<file path="src/rtl/lvsc_pkg.sv">
// Shared types and constants for the line vector steering classifier.
package lvsc_pkg;

	localparam int unsigned CoordW  = 8;
	localparam int unsigned AmountW = 7;
	localparam int unsigned SpeedW  = 7;
	localparam int unsigned CountW  = 2;
	localparam int unsigned AddrW   = 3;
	localparam int unsigned DataW   = 32;

	// Steering direction codes.
	typedef enum logic [1:0] {
		DIR_STRAIGHT = 2'd0,
		DIR_LEFT     = 2'd1,
		DIR_RIGHT    = 2'd2
	} steer_dir_t;

	// Register index, taken from paddr[2].
	typedef enum logic {
		REG_BASE_SPEED   = 1'b0,
		REG_DRIVE_ENABLE = 1'b1
	} reg_idx_t;

	localparam logic [SpeedW-1:0]  BaseSpeedReset = 7'd20;

	// Turn amounts chosen by the first vector of a frame.
	localparam logic [AmountW-1:0] TurnSharp  = 7'd75;
	localparam logic [AmountW-1:0] TurnMid    = 7'd65;
	localparam logic [AmountW-1:0] TurnCross  = 7'd60;
	localparam logic [AmountW-1:0] TurnSoft   = 7'd40;

	// Speed thresholds on the turn amount and the speeds they select.
	localparam logic [AmountW-1:0] TurnFast   = 7'd75;
	localparam logic [AmountW-1:0] TurnMed    = 7'd50;
	localparam logic [AmountW-1:0] TurnSlow   = 7'd25;
	localparam logic [SpeedW-1:0]  Speed5     = 7'd5;
	localparam logic [SpeedW-1:0]  Speed10    = 7'd10;
	localparam logic [SpeedW-1:0]  Speed15    = 7'd15;

	// Result payload.
	typedef struct packed {
		logic               steer_valid;
		steer_dir_t         steer_dir;
		logic [AmountW-1:0] steer_amount;
		logic               speed_valid;
		logic [SpeedW-1:0]  speed_value;
		logic               finish_line;
	} cmd_t;

endpackage

</file>
<file path="src/rtl/lvsc_vec_if.sv">
// Channel interface carrying one line vector per transaction.
interface lvsc_vec_if;
	import lvsc_pkg::*;

	logic              valid;
	logic              ready;
	logic [CoordW-1:0] ax;
	logic [CoordW-1:0] ay;
	logic [CoordW-1:0] bx;
	logic [CoordW-1:0] by;
	logic              frame_first;
	logic              frame_last;

	modport source (output valid, ax, ay, bx, by, frame_first, frame_last, input ready);
	modport sink   (input valid, ax, ay, bx, by, frame_first, frame_last, output ready);
endinterface

</file>
<file path="src/rtl/lvsc_cmd_if.sv">
// Channel interface carrying one steering and speed command per transaction.
interface lvsc_cmd_if;
	import lvsc_pkg::*;

	logic               valid;
	logic               ready;
	logic               steer_valid;
	logic [1:0]         steer_dir;
	logic [AmountW-1:0] steer_amount;
	logic               speed_valid;
	logic [SpeedW-1:0]  speed_value;
	logic               finish_line;

	modport source (output valid, steer_valid, steer_dir, steer_amount, speed_valid,
		speed_value, finish_line, input ready);
	modport sink   (input valid, steer_valid, steer_dir, steer_amount, speed_valid,
		speed_value, finish_line, output ready);
endinterface

</file>
<file path="src/rtl/line_vector_steering_classifier.sv">
// Top level of the line vector steering classifier.
//
//  channel   direction  handshake      content
//  vec_in    in         valid/ready    ax, ay, bx, by, frame_first, frame_last
//  cmd_out   out        valid/ready    steer and speed command, finish_line
//  apb       in         psel/penable   base_speed (0x0), drive_enable (0x4)
//
// One vector is accepted per cycle while input ready is high; its command
// passes through the input register, then the result register. The frame
// state is updated as a vector moves from the input register into the
// result register, so the next vector sees it at once. A stalled output
// holds the result register and the input register, and input ready drops
// only when both are full. Reset clears the frame state, the registers to
// their defaults and both valid flags.
module line_vector_steering_classifier
	import lvsc_pkg::*;
(
	input  logic             clk,
	input  logic             arst_n,
	input  logic             psel,
	input  logic             penable,
	input  logic             pwrite,
	input  logic [AddrW-1:0] paddr,
	input  logic [DataW-1:0] pwdata,
	output logic [DataW-1:0] prdata,
	output logic             pready,
	lvsc_vec_if.sink         vec_in,
	lvsc_cmd_if.source       cmd_out
);

	// Configuration registers.
	logic [SpeedW-1:0] base_speed_q;
	logic              drive_enable_q;
	reg_idx_t          reg_idx;

	// Input register.
	logic              valid_s1;
	logic [CoordW-1:0] ax_s1, ay_s1, bx_s1, by_s1;
	logic              first_s1, last_s1;

	// Frame state.
	logic [AmountW-1:0] turn_amount_q;
	logic               turn_left_q;
	logic [CountW-1:0]  hcount_q;
	logic               lap_done_q;

	// Result register.
	logic valid_s2;
	cmd_t cmd_s2;

	// Combinational step.
	logic               advance;
	logic [CoordW-1:0]  dy, dx, xs, xe;
	logic [CoordW:0]    ysum;
	logic               horiz;
	logic [CountW-1:0]  hcount_base, hcount_next;
	logic               finish;
	logic               lap_next;
	logic [AmountW-1:0] rule_amount, turn_next;
	logic               rule_left, left_next;
	cmd_t               cmd_next;

	// APB port: always ready, register chosen by paddr[2].
	assign pready  = 1'b1;
	assign reg_idx = reg_idx_t'(paddr[2]);

	always_comb begin
		unique case (reg_idx)
			REG_BASE_SPEED:   prdata = DataW'(base_speed_q);
			REG_DRIVE_ENABLE: prdata = DataW'(drive_enable_q);
			default:          prdata = '0;
		endcase
	end

	always_ff @(posedge clk or negedge arst_n) begin
		if (!arst_n) begin
			base_speed_q   <= BaseSpeedReset;
			drive_enable_q <= 1'b0;
		end else if (psel && penable && pwrite) begin
			unique case (reg_idx)
				REG_BASE_SPEED:   base_speed_q   <= pwdata[SpeedW-1:0];
				REG_DRIVE_ENABLE: drive_enable_q <= pwdata[0];
				default: ;
			endcase
		end
	end

	// Handshake: the input register moves on when the result register is free.
	assign advance      = valid_s1 && (!valid_s2 || cmd_out.ready);
	assign vec_in.ready = !valid_s1 || advance;

	always_ff @(posedge clk or negedge arst_n) begin
		if (!arst_n) begin
			valid_s1 <= 1'b0;
		end else if (vec_in.ready) begin
			valid_s1 <= vec_in.valid;
		end
	end

	always_ff @(posedge clk) begin
		if (vec_in.valid && vec_in.ready) begin
			ax_s1    <= vec_in.ax;
			ay_s1    <= vec_in.ay;
			bx_s1    <= vec_in.bx;
			by_s1    <= vec_in.by;
			first_s1 <= vec_in.frame_first;
			last_s1  <= vec_in.frame_last;
		end
	end

	// Orientation: the start is the endpoint nearer the camera (larger y).
	always_comb begin
		dy   = (ay_s1 >= by_s1) ? (ay_s1 - by_s1) : (by_s1 - ay_s1);
		dx   = (ax_s1 >= bx_s1) ? (ax_s1 - bx_s1) : (bx_s1 - ax_s1);
		xs   = (ay_s1 >= by_s1) ? ax_s1 : bx_s1;
		xe   = (ay_s1 >= by_s1) ? bx_s1 : ax_s1;
		ysum = {1'b0, ay_s1} + {1'b0, by_s1};
	end

	// Horizontal line test and the finish-line count.
	always_comb begin
		horiz = (dy < 8'd10) && ((dy == '0) || ({dy, 1'b0} < {1'b0, dx}))
			&& (ax_s1 > 8'd10) && (bx_s1 > 8'd10) && (ax_s1 < 8'd60) && (bx_s1 < 8'd60);
		hcount_base = first_s1 ? '0 : hcount_q;
		hcount_next = hcount_base;
		if (horiz && (hcount_base != '1)) begin
			hcount_next = hcount_base + 1'b1;
		end
		finish   = horiz && (hcount_next == CountW'(2));
		lap_next = lap_done_q || finish;
	end

	// Turn rules for the first vector of a frame; later rules take precedence.
	always_comb begin
		rule_amount = '0;
		rule_left   = 1'b0;
		if ((dx < 8'd10) && (dy > 8'd40)) begin
			if (xs > 8'd38) begin
				rule_amount = (xs < 8'd60) ? TurnMid : TurnSoft;
				rule_left   = 1'b1;
			end else begin
				rule_amount = (xs > 8'd18) ? TurnMid : TurnSoft;
				rule_left   = 1'b0;
			end
		end
		if ((dy > 8'd20) && (dx > 8'd10)) begin
			if (xs >= xe) begin
				if (xs < 8'd70) begin
					rule_amount = (dx > 8'd40) ? TurnSharp : TurnSoft;
					rule_left   = 1'b1;
				end
			end else begin
				if (xs > 8'd10) begin
					rule_amount = (dx > 8'd40) ? TurnSharp : TurnSoft;
				end
				rule_left = 1'b0;
			end
		end
		if ((dx > 8'd30) && (dy > 8'd10)) begin
			rule_amount = TurnCross;
			rule_left   = (xs > xe);
		end
		turn_next = first_s1 ? rule_amount : turn_amount_q;
		left_next = first_s1 ? rule_left : turn_left_q;
	end

	// Command assembly: finish speed first, the last vector may override it.
	always_comb begin
		cmd_next             = '0;
		cmd_next.steer_dir   = DIR_STRAIGHT;
		cmd_next.finish_line = finish;
		if (finish) begin
			cmd_next.speed_valid = 1'b1;
			cmd_next.speed_value = (ysum[CoordW:1] > 8'd25) ? Speed5 : Speed10;
		end
		if (last_s1) begin
			if (turn_next == '0) begin
				if (drive_enable_q) begin
					cmd_next.steer_valid = 1'b1;
					if (!lap_next) begin
						cmd_next.speed_valid = 1'b1;
						cmd_next.speed_value = base_speed_q;
					end
				end
			end else begin
				cmd_next.steer_valid  = 1'b1;
				cmd_next.steer_dir    = left_next ? DIR_LEFT : DIR_RIGHT;
				cmd_next.steer_amount = turn_next;
				if (!lap_next && drive_enable_q) begin
					priority if (turn_next >= TurnFast) begin
						cmd_next.speed_valid = 1'b1;
						cmd_next.speed_value = Speed5;
					end else if (turn_next >= TurnMed) begin
						cmd_next.speed_valid = 1'b1;
						cmd_next.speed_value = Speed10;
					end else if (turn_next >= TurnSlow) begin
						cmd_next.speed_valid = 1'b1;
						cmd_next.speed_value = Speed15;
					end
				end
			end
		end
	end

	// Frame state update as a vector completes.
	always_ff @(posedge clk or negedge arst_n) begin
		if (!arst_n) begin
			turn_amount_q <= '0;
			turn_left_q   <= 1'b0;
			hcount_q      <= '0;
			lap_done_q    <= 1'b0;
		end else if (advance) begin
			turn_amount_q <= turn_next;
			turn_left_q   <= left_next;
			hcount_q      <= hcount_next;
			lap_done_q    <= lap_next;
		end
	end

	// Result register.
	always_ff @(posedge clk or negedge arst_n) begin
		if (!arst_n) begin
			valid_s2 <= 1'b0;
		end else if (advance) begin
			valid_s2 <= 1'b1;
		end else if (cmd_out.ready) begin
			valid_s2 <= 1'b0;
		end
	end

	always_ff @(posedge clk) begin
		if (advance) begin
			cmd_s2 <= cmd_next;
		end
	end

	assign cmd_out.valid        = valid_s2;
	assign cmd_out.steer_valid  = cmd_s2.steer_valid;
	assign cmd_out.steer_dir    = cmd_s2.steer_dir;
	assign cmd_out.steer_amount = cmd_s2.steer_amount;
	assign cmd_out.speed_valid  = cmd_s2.speed_valid;
	assign cmd_out.speed_value  = cmd_s2.speed_value;
	assign cmd_out.finish_line  = cmd_s2.finish_line;

endmodule
</file>
<file path="src/flat_wrapper.sv">
// flat-port wrapper written by rule: the top's interface ports become plain ports
module line_vector_steering_classifier_flat import lvsc_pkg::*;
  (clk, arst_n, psel, penable, pwrite, paddr, pwdata, prdata, pready, vec_in_valid, vec_in_ax, vec_in_ay, vec_in_bx, vec_in_by, vec_in_frame_first, vec_in_frame_last, vec_in_ready, cmd_out_valid, cmd_out_steer_valid, cmd_out_steer_dir, cmd_out_steer_amount, cmd_out_speed_valid, cmd_out_speed_value, cmd_out_finish_line, cmd_out_ready);
  lvsc_vec_if vec_in_i ();
  lvsc_cmd_if cmd_out_i ();
  input  logic clk;
  input  logic arst_n;
  input  logic psel;
  input  logic penable;
  input  logic pwrite;
  input  logic [AddrW-1:0] paddr;
  input  logic [DataW-1:0] pwdata;
  output logic [DataW-1:0] prdata;
  output logic pready;
  input wire logic [$bits(vec_in_i.valid)-1:0] vec_in_valid;
  input wire logic [$bits(vec_in_i.ax)-1:0] vec_in_ax;
  input wire logic [$bits(vec_in_i.ay)-1:0] vec_in_ay;
  input wire logic [$bits(vec_in_i.bx)-1:0] vec_in_bx;
  input wire logic [$bits(vec_in_i.by)-1:0] vec_in_by;
  input wire logic [$bits(vec_in_i.frame_first)-1:0] vec_in_frame_first;
  input wire logic [$bits(vec_in_i.frame_last)-1:0] vec_in_frame_last;
  output wire logic [$bits(vec_in_i.ready)-1:0] vec_in_ready;
  output wire logic [$bits(cmd_out_i.valid)-1:0] cmd_out_valid;
  output wire logic [$bits(cmd_out_i.steer_valid)-1:0] cmd_out_steer_valid;
  output wire logic [$bits(cmd_out_i.steer_dir)-1:0] cmd_out_steer_dir;
  output wire logic [$bits(cmd_out_i.steer_amount)-1:0] cmd_out_steer_amount;
  output wire logic [$bits(cmd_out_i.speed_valid)-1:0] cmd_out_speed_valid;
  output wire logic [$bits(cmd_out_i.speed_value)-1:0] cmd_out_speed_value;
  output wire logic [$bits(cmd_out_i.finish_line)-1:0] cmd_out_finish_line;
  input wire logic [$bits(cmd_out_i.ready)-1:0] cmd_out_ready;
  assign vec_in_i.valid = vec_in_valid;
  assign vec_in_i.ax = vec_in_ax;
  assign vec_in_i.ay = vec_in_ay;
  assign vec_in_i.bx = vec_in_bx;
  assign vec_in_i.by = vec_in_by;
  assign vec_in_i.frame_first = vec_in_frame_first;
  assign vec_in_i.frame_last = vec_in_frame_last;
  assign vec_in_ready = vec_in_i.ready;
  assign cmd_out_valid = cmd_out_i.valid;
  assign cmd_out_steer_valid = cmd_out_i.steer_valid;
  assign cmd_out_steer_dir = cmd_out_i.steer_dir;
  assign cmd_out_steer_amount = cmd_out_i.steer_amount;
  assign cmd_out_speed_valid = cmd_out_i.speed_valid;
  assign cmd_out_speed_value = cmd_out_i.speed_value;
  assign cmd_out_finish_line = cmd_out_i.finish_line;
  assign cmd_out_i.ready = cmd_out_ready;
  line_vector_steering_classifier u_core (.clk(clk), .arst_n(arst_n), .psel(psel), .penable(penable), .pwrite(pwrite), .paddr(paddr), .pwdata(pwdata), .prdata(prdata), .pready(pready), .vec_in(vec_in_i), .cmd_out(cmd_out_i));
endmodule
</file>
<file path="config.mk">
export PLATFORM = sky130hd
export DESIGN_NAME = line_vector_steering_classifier_flat
export DESIGN_NICKNAME = d
export VERILOG_FILES = /design/src/rtl/lvsc_pkg.sv /design/src/rtl/lvsc_vec_if.sv /design/src/rtl/lvsc_cmd_if.sv /design/src/rtl/line_vector_steering_classifier.sv /design/src/flat_wrapper.sv
export SDC_FILE = /design/constraint.sdc
export NUM_CORES = 1
export LEC_CHECK = 0
export ABC_CLOCK_PERIOD_IN_PS = 5500
export BUFFER_PORTS_ARGS = -buffer_cell sky130_fd_sc_hd__buf_2
export CAP_MARGIN = 25
export CORE_MARGIN = 2
export CORE_UTILIZATION = 54
export DETAILED_ROUTE_END_ITERATION = 16
export MAX_ROUTING_LAYER = met4
export PLACE_DENSITY = 0.79
export RECOVER_POWER = 25
export SYNTH_ARGS = -nofsm -noshare
export SYNTH_HDL_FRONTEND = slang
export SYNTH_SLANG_ARGS = --single-unit
</file>
<file path="constraint.sdc">
create_clock -name clk -period 5.5 [get_ports clk]
set_input_delay 0.275 -clock clk [delete_from_list [all_inputs] [get_ports clk]]
set_output_delay 0.275 -clock clk [all_outputs]
set_load 0.005 [all_outputs]
</file>
==> out/qor.csv, run 1 <==
metric,value,unit
status,"complete, no violations",
power_frac_clock,0.248,
p_leak,2.873,nW
h-tree-depth,3,
power_density,284.9,nW/um2
placed_area,6345,um2
cp_cell_sequence,inv_1 -> ha_1 -> a21oi_1 -> a31oi_1 -> a2111oi_2 -> o32ai_1 -> xnor2_1 -> ha_1 -> a21o_1 -> a21oi_1 -> nand2_1 -> o22ai_1 -> nand4b_1 -> or2_2 -> nand2_1 -> nor2_2 -> a211o_1,
layout.area.seq,2120,um2
synth_common_cells,"nand2_1, edfxtp_1, inv_1, a21oi_1, ha_1",
area_growth,10.10,%
top_layer,met4,
grt_max_degree,33,
synth_cell_types,84,
via_count,4963,
vias_per_cell,5.853,
cts.clk_slew.worst_paths,0.08,ns
core-area,10840,um2
start_kind,flop,
nets,828,
slowest_delay,0.52,ns
path_max_fanout,13,
clock_sinks,74,
wire_per_inst,16.31,um
wl_met2,6920,um
multiInputGateArea,3463,um2
rsz0062_at_grt,no,
crit_type,reg -> reg,
min-delay-path-class,in -> reg,
yosysWarnings,0,
finalSetupViolCount,0,
synth_area_leader_cell,edfxtp_1,
ys.flop_type,edfxtp_1,
maxCapViolations,0,
dr.pass1.iters,5,
drc_errors,0,
hold_violations,0,
netlist_area,5993,um2
yosysSeqAreaShare,0.3537,
num_antenna_cells,0,
die_w,109.4,um
end_kind,flop,
combPwrFrac,0.363,
met3_length,760,um
root_buffer,clkbuf_8,
syn_avg_cell_area,9.468,um2
cts_tree,yes,
clock_latency,0.36,ns
internal_power,1.213,mW
synthArstFlopShare,0.2838,
io_buffers,76,
drive_gt1_frac,0.1949,
fp-row-count,38,
r2r_cells,17,
yosys-top-cells-area,"edfxtp_1, ha_1, dfrtp_1",
critPathArrivalTime,4.98,ns
dr.first_iter.drc_count,277,
synth_most_common_cell,nand2_1,
synth_top_area_frac,0.2656,
power_switching,0.6674,mW
overflow,0,
drt-met1-wl,5840,um
io_pins,130,
cts_buffers,9,
critical_path_required,5.61,ns
ys_seq_elements,74,
grt_pass1_vias,4827,
synth_edf_count,53,
gp_congestion,0.9134,
grt_pass1_wl,22470,um
ir_drop,0.2077,mV
cp_slowest_cell,edfxtp_1,
die_area,11960,um2
hold_depth,1,
final_area,6599,um2
switching_share,0.3550,
setup_tns,0,ns
antenna_found_initial,0,
initial_core_util,0.5529,
worst_pin_slew,1.250,ns
fp.dieH,109.4,um
p_seq_frac,0.388,
dp_hpwl,10720,um
ant_nets,0,
fin_skew,0.008099,ns
finalCritPeriodShare,0.8857,
final.fill_count,902,
slew_headroom,0.1670,
routed_wl,13830,um
layout_min_cycle_time,4.871,ns
track_usage,0.2486,
netlist_instances,633,
slew_violations,0,
clockBufferDepth,2,
fmax,205.3,MHz
-- per-layer routing --
metal | GRT usage | up-vias
li1 | - | 2397
met1 | 0.3005 | 2360
met2 | 0.4087 | 178
met3 | 0.04861 | 28
met4 | 0.1022 | 0
met5 | - | -
-- final cells by class --
type                       count  share of cell area
multi-input combinational    488              0.5248
sequential                    74              0.3212
timing repair buffer          81             0.06655
inverter                      49             0.02787
tap                          140             0.02655
clock buffer                  10             0.01934
clock inverter                 6             0.01365
-- path summary, 6_finish.rpt --
kind                               startpoint                       endpoint  slack [ns]
max                           u_core.bx_s1[3]  u_core.cmd_out.speed_value[2]        0.63
min                         vec_in_frame_last                 u_core.last_s1        0.09
max reg2reg                   u_core.bx_s1[3]  u_core.cmd_out.speed_value[2]        0.63
min reg2reg                u_core.hcount_q[1]             u_core.hcount_q[1]        0.48
max in group asynchronous              arst_n                u_core.valid_s1        4.05
min in group asynchronous              arst_n        u_core.turn_amount_q[4]        0.71
-- repair_timing --
action | CTS | global route
endpoints found under the hold margin | 19 | 0
hold buffers | 1 | 0
resized for setup | 0 | 0
buffers inserted | 0 | 0
-- registers in the layout, indices dropped and copies added, names as in the netlist --
| signal | cells |
|---|---|
| u_core.turn_left_q | 1 |
| u_core.cmd_out.valid | 1 |
| u_core.first_s1 | 1 |
| u_core.turn_amount_q | 7 |
| u_core.cmd_out.finish_line | 1 |
| u_core.ay_s1 | 8 |
| u_core.hcount_q | 2 |
| u_core.lap_done_q | 1 |
| u_core.last_s1 | 1 |
| u_core.by_s1 | 8 |
| u_core.cmd_out.steer_valid | 1 |
| u_core.drive_enable_q | 1 |
| u_core.ax_s1 | 8 |
| u_core.cmd_out.steer_amount | 7 |
| u_core.base_speed_q | 7 |
| u_core.cmd_out.steer_dir | 2 |
| u_core.cmd_out.speed_valid | 1 |
| u_core.bx_s1 | 8 |
| u_core.cmd_out.speed_value | 7 |
| u_core.valid_s1 | 1 |
-- critical path: cells and delay by family (launching register included) --
| family | cells | cell delay (ns) |
|---|---|---|
| compound gates | 8 | 1.92 |
| fa+ha+maj | 2 | 0.81 |
| simple gates | 5 | 0.79 |
| flops | 1 | 0.52 |
| xor+xnor | 1 | 0.42 |
| buf+inv | 1 | 0.14 |
-- cell usage in the layout (no fill, tap or decap), types with 17 or more instances in the layout --
cell and instances:
buf_2 75, nand2_1 55, inv_1 49, ha_1 44, nand3_1 21, nor2_1 30, and2_1 17, conb_1 26
o21ai_0 28, dfrtp_1 19, edfxtp_1 53, a21oi_1 46, nor2b_1 17
-- stage by stage --
stage                     instances  setup slack, ns  power [mW]  hold slack [ns]    util
after detailed placement        830           0.7257       1.407           0.2755  0.5853
after global routing            848           0.1566       1.999          0.07176  0.6087
after floorplan                 657            1.403       1.250         -0.02059       -
after global placement          830           0.8656       1.384           0.2670  0.5853
after CTS                       847           0.7160       1.880          0.07427  0.6063
final                           848           0.6286       1.880          0.08875  0.6087
-- cell families (layout without fill, tap and decap cells) --
group / Yosys count / after routing / synth area share
flops: 74 / 74 / 0.3537
xor+xnor: 10 / 10 / 0.01712
buf+inv: 95 / 146 / 0.08351
mux: 17 / 17 / 0.03152
fa+ha+maj: 50 / 50 / 0.1102
other cells: 2 / 26 / 0.001253
compound gates: 170 / 170 / 0.2038
simple gates: 215 / 215 / 0.1990
-- power by group through the flow --
stage | Combinational (mW) | Sequential (mW) | Clock (mW)
floorplan | 0.526 | 0.724 | 0
global placement | 0.645 | 0.739 | 0
detailed placement | 0.665 | 0.742 | 0
CTS | 0.672 | 0.730 | 0.478
global route | 0.760 | 0.739 | 0.499
finish | 0.683 | 0.730 | 0.467
Power figures use the tool's default switching activity.
==> run 2, diff against run 1 <==
Settings changed: PLACE_DENSITY 0.79 to 0.89.
==> out/qor.csv, run 2 (same netlist as run 1, synthesis figures left out) <==
metric,value,unit
status,"complete, no violations",
fp.dieH,109.4,um
post-place-ws,0.7728,ns
layout_min_cycle_time,4.888,ns
cts_setup_buffers,0,
finalSetupViolCount,0,
final_util,0.6077,
rsz0062_at_grt,no,
critPathArrivalTime,5.02,ns
via_count,5112,
slew_headroom,0.1812,
wire_per_inst,16.70,um
initial_core_util,0.5529,
ir_drop,0.2183,mV
io_pins,130,
cts_buffers,9,
layout_commonest_cell,buf_2,
fp-row-count,38,
grt_pass1_vias,4960,
grt_pass1_wl,23010,um
core-area,10840,um2
fmax,204.6,MHz
power_density,284.1,nW/um2
dr.pass1.iters,7,
dr.first_iter.drc_count,350,
cts_hold_buf,1,
drive_gt1_frac,0.1963,
final.fill_count,889,
ctsResizeCount,0,
end_kind,flop,
min-delay-path-class,in -> reg,
die_area,11960,um2
finalCritPeriodShare,0.8888,
numPlacedInstances,830,
antenna_found_initial,0,
io_buffers,76,
p_leak,2.865,nW
power,1.871,mW
hold_ws,0.05953,ns
layout.area.seq,2120,um2
slew_violations,0,
layout.cells.non_filler,848,
overflow,0,
path_max_fanout,13,
drc_errors,0,
clock_sinks,74,
critical_path_required,5.63,ns
maxCapViolations,0,
fin_skew,0.01734,ns
h-tree-depth,3,
ant_nets,0,
start_kind,flop,
root_buffer,clkbuf_8,
vias_per_cell,6.028,
track_usage,0.2527,
gp_congestion,0.9767,
clock_latency,0.38,ns
setup_tns,0,ns
r2r_slack,0.61,ns
cts_tree,yes,
placed_area,6345,um2
num_antenna_cells,0,
layout_common_cells,"buf_2, nand2_1, edfxtp_1",
clockBufferDepth,2,
multiInputGateArea,3463,um2
die_w,109.4,um
routed_wl,14160,um
fin_ws,0.6116,ns
grt_max_degree,35,
dp_hpwl,10570,um
final_area,6588,um2
crit_type,reg -> reg,
cts.clk_slew.worst_paths,0.09,ns
nets,828,
hold_violations,0,
worst_pin_slew,1.228,ns
area_growth,9.917,%
## run 2: cell count changes in the layout (fill, tap and decap cells not counted)
cell and change:
bufinv_16 -1, clkbuf_1 -1, clkinv_2 -1, clkinv_4 -1
clkinvlp_4 +1, inv_6 +2, inv_8 +1
## run 2: worst paths after layout
| path | start | end | depth (start not counted) |
|---|---|---|---|
| setup / recovery | u_core.bx_s1[3] | u_core.cmd_out.speed_value[0] | 17 |
| hold / removal | vec_in_ay[4] | u_core.ay_s1[4] | 1 |
| setup reg to reg | u_core.bx_s1[3] | u_core.cmd_out.speed_value[0] | 17 |
| hold reg to reg | u_core.turn_left_q | u_core.turn_left_q | 2 |
| max in group asynchronous | arst_n | u_core.base_speed_q[5] | 2 |
| min in group asynchronous | arst_n | u_core.turn_amount_q[3] | 2 |
## run 2: metal layers
| metal | track usage | vias to the layer above | share of wire |
|---|---|---|---|
| met5 | - | - | 0 |
| met4 | 0.1004 | 0 | 0.024 |
| met3 | 0.05157 | 38 | 0.064 |
| met2 | 0.4123 | 257 | 0.49 |
| met1 | 0.3080 | 2414 | 0.42 |
| li1 | - | 2403 | - |
## run 2: power breakdown
part	internal (mW)	switching [mW]	total, mW	leakage, nW
combinational	0.281	0.402	0.682	1.99
clock	0.217	0.241	0.458	0.0988
sequential	0.674	0.0569	0.731	0.773
total	1.17	0.699	1.87	2.87
## run 2: area by class of cell
class,instances,area share
repair buffers,81,0.06667
clock inverters,7,0.01254
inverters,49,0.02792
clock buffers,9,0.01880
flip-flops and latches,74,0.3217
multi-input cells,488,0.5257
well taps,140,0.02659
## run 2: worst max-delay path, stage by stage (launching register included)
cell and delay (ns):
edfxtp_1 0.49, inv_1 0.13, ha_1 0.48, a21oi_1 0.37
a31oi_1 0.26, a2111oi_2 0.27, o32ai_1 0.16, xnor2_1 0.37
ha_1 0.33, a21o_1 0.16, a21oi_1 0.21, a21oi_1 0.11
o22ai_1 0.24, nand4b_1 0.16, or2_2 0.34, nand2_1 0.13
nor2_2 0.10, a211o_1 0.33
